$ cat config.mk
export PLATFORM = sky130hd
export DESIGN_NAME = key_debounce_autorepeat_unit_flat
export DESIGN_NICKNAME = d
export VERILOG_FILES = /design/src/rtl/kda_pkg.sv /design/src/rtl/kda_channels_if.sv /design/src/rtl/kda_key_lane.sv /design/src/rtl/kda_key_debounce_core.sv /design/src/rtl/key_debounce_autorepeat_unit.sv /design/src/flat_wrapper.sv
export SDC_FILE = /design/constraint.sdc
export NUM_CORES = 2
export LEC_CHECK = 0
export ABC_CLOCK_PERIOD_IN_PS = 47900
export CORE_UTILIZATION = 33
export CTS_CLUSTER_SIZE = 16
export DETAILED_ROUTE_END_ITERATION = 10
export DONT_BUFFER_PORTS = 1
export GPL_TIMING_DRIVEN = 0
export PLACE_DENSITY = 0.46
export SLEW_MARGIN = 15
export SYNTH_ARGS = -nofsm -noshare
export SYNTH_HDL_FRONTEND = slang
export SYNTH_SLANG_ARGS = --single-unit
export TNS_END_PERCENT = 20
$ cat constraint.sdc
create_clock -name clk -period 47.9 [get_ports clk]
set_input_delay 14.37 -clock clk [delete_from_list [all_inputs] [get_ports clk]]
set_output_delay 14.37 -clock clk [all_outputs]
set_load 0.02 [all_outputs]
$ cat src/rtl/kda_pkg.sv
// Shared types and constants for the key debounce and auto-repeat unit.
// No dependencies; every other file in rtl/ imports this package.
`default_nettype none

package kda_pkg;

  // Number of keys tracked and the number that fit in the scan and result words.
  localparam int NUM_KEYS   = 6;
  localparam int FIELD_KEYS = 6;
  localparam int TIME_W     = 32;
  localparam int CFG_DATA_W = 16;
  localparam int CFG_IDX_W  = 2;

  // Reset values of the timing registers, in milliseconds.
  localparam logic [CFG_DATA_W-1:0] RELEASE_MS_RST  = CFG_DATA_W'(30);
  localparam logic [CFG_DATA_W-1:0] INITIAL_MS_RST  = CFG_DATA_W'(200);
  localparam logic [CFG_DATA_W-1:0] REPEAT_MS_RST   = CFG_DATA_W'(30);

  // Configuration register indexes. Index 3 selects nothing and is ignored.
  typedef enum logic [CFG_IDX_W-1:0] {
    CFG_RELEASE_DEBOUNCE,
    CFG_INITIAL_DELAY,
    CFG_REPEAT_INTERVAL
  } cfg_reg_t;

  // Per-key state. The fourth code is never entered and behaves as holding.
  typedef enum logic [1:0] {
    KS_RELEASED,
    KS_PRESSED,
    KS_HOLDING
  } key_state_t;

  // One key's record in the state memory.
  typedef struct packed {
    key_state_t              state;
    logic [TIME_W-1:0]       last_down;
    logic [TIME_W-1:0]       last_fire;
  } key_rec_t;

  // One memory row holds the records of all keys.
  typedef key_rec_t [NUM_KEYS-1:0] state_row_t;

  localparam key_rec_t KEY_REC_RST = '{state: KS_RELEASED, last_down: '0, last_fire: '0};

  // Timing thresholds handed to every key lane.
  typedef struct packed {
    logic [CFG_DATA_W-1:0] release_ms;
    logic [CFG_DATA_W-1:0] initial_ms;
    logic [CFG_DATA_W-1:0] repeat_ms;
  } timing_cfg_t;

endpackage

`default_nettype wire

$ cat src/rtl/kda_channels_if.sv
// Valid/ready channel interfaces for the scan words and the result words.
// Depends on kda_pkg for the field widths.
`default_nettype none

interface kda_in_if;
  import kda_pkg::*;

  logic                  valid;
  logic                  ready;
  logic [TIME_W-1:0]     now_ms;
  logic [FIELD_KEYS-1:0] pressed_bits;

  modport source (output valid, output now_ms, output pressed_bits, input ready);
  modport sink   (input valid, input now_ms, input pressed_bits, output ready);
endinterface

interface kda_out_if;
  import kda_pkg::*;

  logic                  valid;
  logic                  ready;
  logic [FIELD_KEYS-1:0] action_bits;
  logic [FIELD_KEYS-1:0] holding_bits;

  modport source (output valid, output action_bits, output holding_bits, input ready);
  modport sink   (input valid, input action_bits, input holding_bits, output ready);
endinterface

`default_nettype wire

$ cat src/rtl/kda_key_lane.sv
// Next-state logic for one key: debounce, first fire, delay and repeat timing.
// Depends on kda_pkg for the key record and timing types.
`default_nettype none

module kda_key_lane (
  input  kda_pkg::key_rec_t           cur,
  input  logic                        down,
  input  logic [kda_pkg::TIME_W-1:0]  now_ms,
  input  kda_pkg::timing_cfg_t        cfg,
  output kda_pkg::key_rec_t           nxt,
  output logic                        fired,
  output logic                        holding
);
  import kda_pkg::*;

  logic [TIME_W-1:0] since_fire;
  logic [TIME_W-1:0] since_down;
  logic              init_due;
  logic              repeat_due;
  logic              release_due;

  // Elapsed times wrap modulo 2^32, as the timestamp does.
  assign since_fire  = now_ms - cur.last_fire;
  assign since_down  = now_ms - cur.last_down;
  assign init_due    = since_fire > TIME_W'(cfg.initial_ms);
  assign repeat_due  = since_fire > TIME_W'(cfg.repeat_ms);
  assign release_due = since_down > TIME_W'(cfg.release_ms);

  // A down key refreshes its down time and may fire; an up key may release.
  always_comb begin
    nxt   = cur;
    fired = 1'b0;
    if (down) begin
      nxt.last_down = now_ms;
      case (cur.state)
        KS_RELEASED: begin
          nxt.state = KS_PRESSED;
          fired     = 1'b1;
        end
        KS_PRESSED: begin
          if (init_due) begin
            nxt.state = KS_HOLDING;
            fired     = 1'b1;
          end
        end
        default: begin
          nxt.state = KS_HOLDING;
          fired     = repeat_due;
        end
      endcase
      if (fired) begin
        nxt.last_fire = now_ms;
      end
    end else if (release_due) begin
      nxt.state = KS_RELEASED;
    end
  end

  // Holding and the unused fourth code both have the upper state bit set.
  assign holding = nxt.state[1];

endmodule

`default_nettype wire

$ cat src/rtl/kda_key_debounce_core.sv
// Array of key lanes that turns one state row and one scan into the next row.
// Depends on kda_pkg and kda_key_lane.
`default_nettype none

module kda_key_debounce_core (
  input  kda_pkg::state_row_t                cur_row,
  input  logic [kda_pkg::FIELD_KEYS-1:0]     pressed_bits,
  input  logic [kda_pkg::TIME_W-1:0]         now_ms,
  input  kda_pkg::timing_cfg_t               cfg,
  output kda_pkg::state_row_t                nxt_row,
  output logic [kda_pkg::FIELD_KEYS-1:0]     action_bits,
  output logic [kda_pkg::FIELD_KEYS-1:0]     holding_bits
);
  import kda_pkg::*;

  logic [NUM_KEYS-1:0] key_down;
  logic [NUM_KEYS-1:0] key_fired;
  logic [NUM_KEYS-1:0] key_hold;

  // One lane per key; keys beyond the scan word always read up.
  for (genvar k = 0; k < NUM_KEYS; k++) begin : g_lane
    if (k < FIELD_KEYS) begin : g_in
      assign key_down[k] = pressed_bits[k];
    end else begin : g_up
      assign key_down[k] = 1'b0;
    end

    kda_key_lane u_lane (
      .cur     (cur_row[k]),
      .down    (key_down[k]),
      .now_ms  (now_ms),
      .cfg     (cfg),
      .nxt     (nxt_row[k]),
      .fired   (key_fired[k]),
      .holding (key_hold[k])
    );
  end

  // Only keys that have a place in the result word are reported.
  for (genvar f = 0; f < FIELD_KEYS; f++) begin : g_field
    if (f < NUM_KEYS) begin : g_key
      assign action_bits[f]  = key_fired[f];
      assign holding_bits[f] = key_hold[f];
    end else begin : g_none
      assign action_bits[f]  = 1'b0;
      assign holding_bits[f] = 1'b0;
    end
  end

endmodule

`default_nettype wire

$ cat src/rtl/key_debounce_autorepeat_unit.sv
// Key debounce and auto-repeat unit. Each scan word (timestamp, one down bit per key) yields
// one result word (fired keys, holding keys). The unit takes one scan word per cycle while
// the input is not stalled. The key state row is read from the state memory at the edge that
// accepts the scan word. All keys are then updated in parallel in the update stage; when that
// stage retires, the row is written back and the result word is registered in the output
// register, from which it is taken when out_if.ready is high.
// A write in the cycle of the next read is forwarded, so scans can follow back to back.
// The result sits in an output register, so a stalled result only blocks the input once the
// update stage is also occupied. The state row carries a valid flag and reads as all keys
// released with zero times until its first write; no clearing pass is needed.
// Depends on kda_pkg, kda_channels_if and kda_key_debounce_core.
`default_nettype none

module key_debounce_autorepeat_unit (
  input  logic                              clk,
  input  logic                              rst_n,
  kda_in_if.sink                            in_if,
  kda_out_if.source                         out_if,
  input  logic                              cfg_we,
  input  logic [kda_pkg::CFG_IDX_W-1:0]     cfg_idx,
  input  logic [kda_pkg::CFG_DATA_W-1:0]    cfg_wdata
);
  import kda_pkg::*;

  timing_cfg_t           cfg_r;
  state_row_t            state_mem [1];
  state_row_t            rd_row_r;
  state_row_t            wr_row_r;
  state_row_t            cur_row;
  state_row_t            nxt_row;
  logic                  row_vld_r;
  logic                  rd_vld_r;
  logic                  fwd_r;
  logic                  s1_v_r;
  logic [TIME_W-1:0]     s1_now_r;
  logic [FIELD_KEYS-1:0] s1_down_r;
  logic                  out_v_r;
  logic [FIELD_KEYS-1:0] out_action_r;
  logic [FIELD_KEYS-1:0] out_hold_r;
  logic [FIELD_KEYS-1:0] action_nxt;
  logic [FIELD_KEYS-1:0] hold_nxt;
  logic                  acc_in;
  logic                  out_free;
  logic                  s1_go;

  // Timing registers; writes to an unused index fall through.
  always_ff @(posedge clk) begin
    if (!rst_n) begin
      cfg_r.release_ms <= RELEASE_MS_RST;
      cfg_r.initial_ms <= INITIAL_MS_RST;
      cfg_r.repeat_ms  <= REPEAT_MS_RST;
    end else if (cfg_we) begin
      if (cfg_idx == CFG_RELEASE_DEBOUNCE) begin
        cfg_r.release_ms <= cfg_wdata;
      end
      if (cfg_idx == CFG_INITIAL_DELAY) begin
        cfg_r.initial_ms <= cfg_wdata;
      end
      if (cfg_idx == CFG_REPEAT_INTERVAL) begin
        cfg_r.repeat_ms <= cfg_wdata;
      end
    end
  end

  // Handshake: the update stage moves on whenever the output register can take a word.
  assign out_free    = !out_v_r || out_if.ready;
  assign s1_go       = s1_v_r && out_free;
  assign in_if.ready = !s1_v_r || out_free;
  assign acc_in      = in_if.valid && in_if.ready;

  // State memory: read on acceptance, written back when the update stage retires.
  always_ff @(posedge clk) begin
    if (s1_go) begin
      state_mem[0] <= nxt_row;
      wr_row_r     <= nxt_row;
    end
    if (acc_in) begin
      rd_row_r <= state_mem[0];
    end
  end

  // Control: stage valid, row valid flag and the forwarding select.
  always_ff @(posedge clk) begin
    if (!rst_n) begin
      s1_v_r    <= 1'b0;
      row_vld_r <= 1'b0;
      rd_vld_r  <= 1'b0;
      fwd_r     <= 1'b0;
      out_v_r   <= 1'b0;
    end else begin
      s1_v_r  <= acc_in || (s1_v_r && !s1_go);
      out_v_r <= s1_go || (out_v_r && !out_if.ready);
      if (s1_go) begin
        row_vld_r <= 1'b1;
      end
      if (acc_in) begin
        rd_vld_r <= row_vld_r;
        fwd_r    <= s1_go;
      end
    end
  end

  // Scan word held in the update stage.
  always_ff @(posedge clk) begin
    if (acc_in) begin
      s1_now_r  <= in_if.now_ms;
      s1_down_r <= in_if.pressed_bits;
    end
  end

  // A write in the same cycle as the read is not in the read data; take it from the bypass.
  always_comb begin
    if (fwd_r) begin
      cur_row = wr_row_r;
    end else if (rd_vld_r) begin
      cur_row = rd_row_r;
    end else begin
      cur_row = {NUM_KEYS{KEY_REC_RST}};
    end
  end

  kda_key_debounce_core u_core (
    .cur_row      (cur_row),
    .pressed_bits (s1_down_r),
    .now_ms       (s1_now_r),
    .cfg          (cfg_r),
    .nxt_row      (nxt_row),
    .action_bits  (action_nxt),
    .holding_bits (hold_nxt)
  );

  // Output register.
  always_ff @(posedge clk) begin
    if (s1_go) begin
      out_action_r <= action_nxt;
      out_hold_r   <= hold_nxt;
    end
  end

  assign out_if.valid        = out_v_r;
  assign out_if.action_bits  = out_action_r;
  assign out_if.holding_bits = out_hold_r;

  // Forwarding is only selected when the row has been written at least once.
  a_fwd_implies_row: assert property (@(posedge clk) disable iff (!rst_n)
    s1_v_r && fwd_r |-> row_vld_r)
    else $error("forwarding selected before the state row was written");

  // A new scan word never overwrites one that has not retired.
  a_no_overwrite: assert property (@(posedge clk) disable iff (!rst_n)
    acc_in && s1_v_r |-> s1_go)
    else $error("update stage overwritten while occupied");

  // A stalled update stage keeps its scan word.
  a_stall_holds: assert property (@(posedge clk) disable iff (!rst_n)
    s1_v_r && !out_free |=> s1_v_r && $stable(s1_now_r) && $stable(s1_down_r))
    else $error("update stage lost its word during a stall");

  // Every retired word lands in the output register.
  a_retire_to_out: assert property (@(posedge clk) disable iff (!rst_n)
    s1_go |=> out_v_r)
    else $error("retired word did not reach the output register");

endmodule

`default_nettype wire

$ cat src/flat_wrapper.sv
// flat-port wrapper written by rule: the top's interface ports become plain ports
module key_debounce_autorepeat_unit_flat import kda_pkg::*;
  (clk, rst_n, cfg_we, cfg_idx, cfg_wdata, in_if_valid, in_if_now_ms, in_if_pressed_bits, in_if_ready, out_if_valid, out_if_action_bits, out_if_holding_bits, out_if_ready);
  kda_in_if in_if_i ();
  kda_out_if out_if_i ();
  input  logic clk;
  input  logic rst_n;
  input  logic cfg_we;
  input  logic [kda_pkg::CFG_IDX_W-1:0] cfg_idx;
  input  logic [kda_pkg::CFG_DATA_W-1:0] cfg_wdata;
  input wire logic [$bits(in_if_i.valid)-1:0] in_if_valid;
  input wire logic [$bits(in_if_i.now_ms)-1:0] in_if_now_ms;
  input wire logic [$bits(in_if_i.pressed_bits)-1:0] in_if_pressed_bits;
  output wire logic [$bits(in_if_i.ready)-1:0] in_if_ready;
  output wire logic [$bits(out_if_i.valid)-1:0] out_if_valid;
  output wire logic [$bits(out_if_i.action_bits)-1:0] out_if_action_bits;
  output wire logic [$bits(out_if_i.holding_bits)-1:0] out_if_holding_bits;
  input wire logic [$bits(out_if_i.ready)-1:0] out_if_ready;
  assign in_if_i.valid = in_if_valid;
  assign in_if_i.now_ms = in_if_now_ms;
  assign in_if_i.pressed_bits = in_if_pressed_bits;
  assign in_if_ready = in_if_i.ready;
  assign out_if_valid = out_if_i.valid;
  assign out_if_action_bits = out_if_i.action_bits;
  assign out_if_holding_bits = out_if_i.holding_bits;
  assign out_if_i.ready = out_if_ready;
  key_debounce_autorepeat_unit u_core (.clk(clk), .rst_n(rst_n), .in_if(in_if_i), .out_if(out_if_i), .cfg_we(cfg_we), .cfg_idx(cfg_idx), .cfg_wdata(cfg_wdata));
endmodule
Word-level counts from Yosys, hierarchy flattened

Memory sizes are Yosys's and may differ from the RTL's. A register that Yosys moved wholly into a read port is not among the register bits.
Index checks and enable logic that the tools add are counted.

Memories kept: 1
Output and inout bits: 14
Memory bits (writable): 396
ROM bits: 0
Bits in latches: 0
Flip-flop bits (word level): 499
Logic and storage cells: 154
Bits of input ports: 61

Memory list:

| memory           | depth | bits a word | read ports | clocked after Yosys merged registers in | wr ports | line                               | text |
|---|---|---|---|---|---|---|---|
| u_core.state_mem | 1     | 396         | 1          | 1                                       | 1        | key_debounce_autorepeat_unit.sv:26 | `state_row_t state_mem [1];` |

Div/mod/pow operators: 0
Reduce and logical (&&, ||, !) cells: 22
Mux-type cells: 58
Shift operators: 0
Bitwise logic cells: 0
Magnitude comparators: 18
$add $sub $neg: 12
Multipliers: 0
Equality and inequality tests: 8

Operators by type and width:

| kind                 | number |
|---|---|
| $mux W396            | 2 |
| $gt A32 B16 Y1       | 18 |
| $mux W64             | 6 |
| $sub A32 B32 Y32     | 12 |
| $mux W32             | 6 |
| $mux W2              | 18 |
| $pmux W2 S2          | 6 |
| $eq A2 B1 Y1 const B | 7 |
| $logic_not A2 Y1     | 7 |
| $mux W1              | 14 |
| $pmux W1 S2          | 6 |
| $reduce_and A2 Y1    | 3 |
| $logic_and A1 B1 Y1  | 4 |
| $logic_not A1 Y1     | 4 |
| $logic_or A1 B1 Y1   | 4 |
| $eq A2 B2 Y1 const B | 1 |

Depth between registers and ports, before layout

Word-level depth: 9
Mapped depth: 37
Mapped depth without buffers: 26

By module

Synthesis repeated with hierarchy kept, for this count alone.

Cell total of the unflattened synthesis: 6925
Area, all modules: 67793.8 µm²

By module, submodules not included:

| module                                             | cells each | instances | sequential area each (µm²) | area each (µm²) |
|---|---|---|---|---|
| key_debounce_autorepeat_unit                       | 1558       | 1         | 26345.3                    | 31156.1 |
| kda_key_lane at u_core.u_core.g_lane[0].u_lane ... | 904        | 4         | 0.0                        | 6164.7 |
| kda_key_lane at u_core.u_core.g_lane[4].u_lane     | 872        | 1         | 0.0                        | 6098.3 |
| kda_key_lane at u_core.u_core.g_lane[1].u_lane     | 879        | 1         | 0.0                        | 5880.6 |

Worst setup path after synthesis

OpenSTA, ideal clock, no wires.

Kind: input to register
Start point: input port out_if_ready
End point: register u_core.fwd_r
Data arrival time: 34.100 ns
Path buffers: 0
Path slack: 13.680 ns
Cell stages on the path: 4
Required time: 47.779 ns
Setup time: 0.121 ns
Path through: nor2b_1 > nor2b_1 > a22oi_1 > nor2b_1

Elaborated cells between the ends (all ways): 4
Those cells by class: 4 x reduce/logical

RTL lines:

| what                   | line                               | text |
|---|---|---|
| start: declaration     | flat_wrapper.sv:18                 | `input wire logic [$bits(out_if_i.ready)-1:0] out_if_ready;` |
| $logic_or A1 B1 Y1     | key_debounce_autorepeat_unit.sv:66 | `assign out_free = !out_v_r \|\| out_if.ready;` |
| $logic_and A1 B1 Y1    | key_debounce_autorepeat_unit.sv:67 | `assign s1_go = s1_v_r && out_free;` |
| via u_core.s1_go       | key_debounce_autorepeat_unit.sv:44 | `logic s1_go;` |
| end signal: assignment | key_debounce_autorepeat_unit.sv:98 | `fwd_r <= s1_go;` |
| end: declaration       | key_debounce_autorepeat_unit.sv:33 | `logic fwd_r;` |

The timed path passes the listed nets, and every way through them passes these cells.
A chain may end at the register's enable or synchronous reset.

Worst setup path in the final report

Start point: input port out_if_ready
End point: output port in_if_ready

Word-level cells in the longest chain between the ends: 2

RTL lines:

| what               | line                               | text |
|---|---|---|
| $logic_or A1 B1 Y1 | key_debounce_autorepeat_unit.sv:66 |  |
| $logic_or A1 B1 Y1 | key_debounce_autorepeat_unit.sv:68 | `assign in_if.ready = !s1_v_r \|\| out_free;` |
| end: declaration   | flat_wrapper.sv:14                 | `output wire logic [$bits(in_if_i.ready)-1:0] in_if_ready;` |

No other way between the ends.

==> metrics.cfg <==
[synthesis]
async_flop_share_pct=0
syn_inst=6267
synth_ff_type=edfxtp_1
yosys_warnings=0
synth_edf_count=836
synth_area_per_cell_um2=10.3
synthesis.area_mm2=0.0649
synthTopCellsByArea=edfxtp_1 (39%), ha_1 (12%), mux2i_1 (5.9%), a22oi_1 (4.0%), a21oi_1 (3.3%)
synth_top_area_share_pct=38.7
synthDistinctLibCells=117
ys_ff_latch=889
syn_nets=6934
yosysTopAreaCell=edfxtp_1
ys_seq_area_share_pct=40.3

[global_route]
grt_max_degree=96
antenna_found_initial=7
grt_pass1_wl_um=383000
grt_usage_pct=26.7
gr-total-overflow=0
grt_pass1_vias=52700

[floorplanning]
die_area_mm2=0.198
die_y_um=445
fp-row-count=162
core_mm2=0.195
initial_core_util_pct=33.3
die-width_um=445
num_io_pins=75

[sta]
rsz0062_at_grt=false
finClkSkew_ns=0.0651
clock.fmax_mhz=34.1
tightestPinTransition_ns=1.34
slew_viol_final=0
hold_viol_final=0
min_period_ns=29.31
finalSetupViolCount=0
whs_ns=0.416
final.setup.worst_slack_ns=18.59
period_share_pct=61.2
slew_headroom_pct=10.1

[setup_path]
crit_buf_inv=0
crit_path_top_delay_cell=nor2b_1
setup.worst_path.start_class=input port
crit_chain=nor2b_1, nand2_1
critPathTopFamily=simple AND/OR/NAND/NOR gates
cp_max_fo=4
required_ns=33.53
crit_arrival_ns=14.94
r2r_cells=29
r2r-start=u_core.fwd_r
r2r_end=u_core.out_if.holding_bits[4]
max_stage_delay_ns=0.31
end_kind=primary output
reg2reg_slack_ns=35.60
critPathKind=in2out

[route]
drc_errors=0
firstDrtPassIters=5
vias=53800
drt-total-wl_um=272000
antenna_left=0
drtIter0Drc=4593
wl_per_cell_um=29.6
vias_per_cell=5.86

[clocking]
clk_latency_ns=0.79
ctsHtreeMaxLevel=3
cts_inserted_buffers=110
cts_hold_buffers=0
cts_tree=built
post_cts_resized=0
clock-sinks=889
cts_setup_buffers=0
cts_root_buf=clkbuf_16
cts_buffer_depth=3
path_clk_slew_ns=0.06

[finish]
area_delta_synth_final_pct=13.1
final_cell_mix=edfxtp_1 (836), ha_1 (600), a21oi_1 (431)
final_common_cell=edfxtp_1
final_util_pct=37.6
drive_above_1_share_pct=7.22
layout.cells.non_filler=9183
fillers=19500
fin_nets=7123

[min_path]
min_from=u_core.wr_row_r[276]
holdPathEnd=u_core.rd_row_r[276]
holdPathStages=0
min_path_type=reg2reg

[run_status]
status=finished clean

[pwr]
peakVddDrop_mv=0.0336
pwr_density_cell_mw_per_mm2=33.2
p_leak_uw=0.0271

[placed_design]
dpl.hpwl_um=209000
place_ws_ns=18.59
port_buffers=0
dp.cells=8968
gp_congestion=0.920

[job]
cap_violations=0

final cells by class:
| class | instances | area [um^2] | area share [%] |
|---|---|---|---|
| clock buffers | 131 | 2960 | 4.03 |
| diodes | 10 | 25.0 | 0.0341 |
| multi-input cells | 4857 | 36400 | 49.6 |
| well taps | 2624 | 3280 | 4.47 |
| plain buffers | 317 | 1600 | 2.18 |
| flip-flops and latches | 889 | 26200 | 35.7 |
| inverters | 204 | 773 | 1.05 |
| clock inverters | 74 | 777 | 1.06 |
| repair buffers | 77 | 1390 | 1.89 |
metal layers:
layer	wire [um]	track usage (%)	share of wire (%)
met5	0	0	0
met2	127000	44.5	47
met3	11900	2.92	4.4
met1	117000	34.1	43
met4	15700	13.8	5.8
worst max path at each step:
stage                     cells past startpoint  slack, ns      endpoint    startpoint
after floorplan                               4      13.68  u_core.fwd_r  out_if_ready
after global placement                        4      -1.20  u_core.fwd_r  out_if_ready
after detailed placement                      2      18.59   in_if_ready  out_if_ready
after CTS                                     2      18.59   in_if_ready  out_if_ready
after global routing                          2      18.57   in_if_ready  out_if_ready
final                                         2      18.59   in_if_ready  out_if_ready
synth_stat cells, types with 85 or more instances:
library cell and count:
mux2i_1 384, edfxtp_1 836, nor3_1 85, nor2_1 285
o21ai_0 256, ha_1 600, o21a_1 96, nand3_1 99
xnor2_1 222, nand2_1 414, clkbuf_1 226, a21o_1 207
inv_1 198, a21oi_1 431, a22oi_1 344, nand4_1 127
power by group:
part	internal, uW	switching (uW)	leakage (uW)	total, uW
registers	901	25.7	0.00855	927
clock network	515	369	0.00182	884
logic	224	399	0.0168	623
total	1640	794	0.0271	2430
flip-flops by register name (all words and copies together) (netlist names), 5 cells and up:
register	flops
u_core.rd_row_r	396
u_core.wr_row_r	378
u_core.state_mem	13
u_core.cfg_r	48
u_core.s1_down_r	6
u_core.s1_now_r	32
u_core.out_if.holding_bits	5
u_core.out_if.action_bits	6
metrics by stage:
stage          power, uW  TNS (ns)  area (um^2)
3_5_place_dp        1560         0        69600
6_report            2430         0        73400
5_1_grt             2530         0        73400
2_1_floorplan       1350         0        64900
4_1_cts             2450         0        73300
3_3_place_gp        1570     -1.20        68100
logic make-up after synthesis:
| logic type | count (synthesis) | synth area share [%] |
|---|---|---|
| AO/OA/AOI/OAI | 1972 | 20.9 |
| XOR/XNOR | 297 | 4.02 |
| adder cells (fa/ha/maj) | 657 | 12.6 |
| buffers and inverters | 521 | 3.65 |
| flip-flops | 889 | 40.3 |
| multiplexers | 414 | 6.45 |
| AND/OR/NAND/NOR | 1517 | 12.0 |
Power figures use the tool's default switching activity.
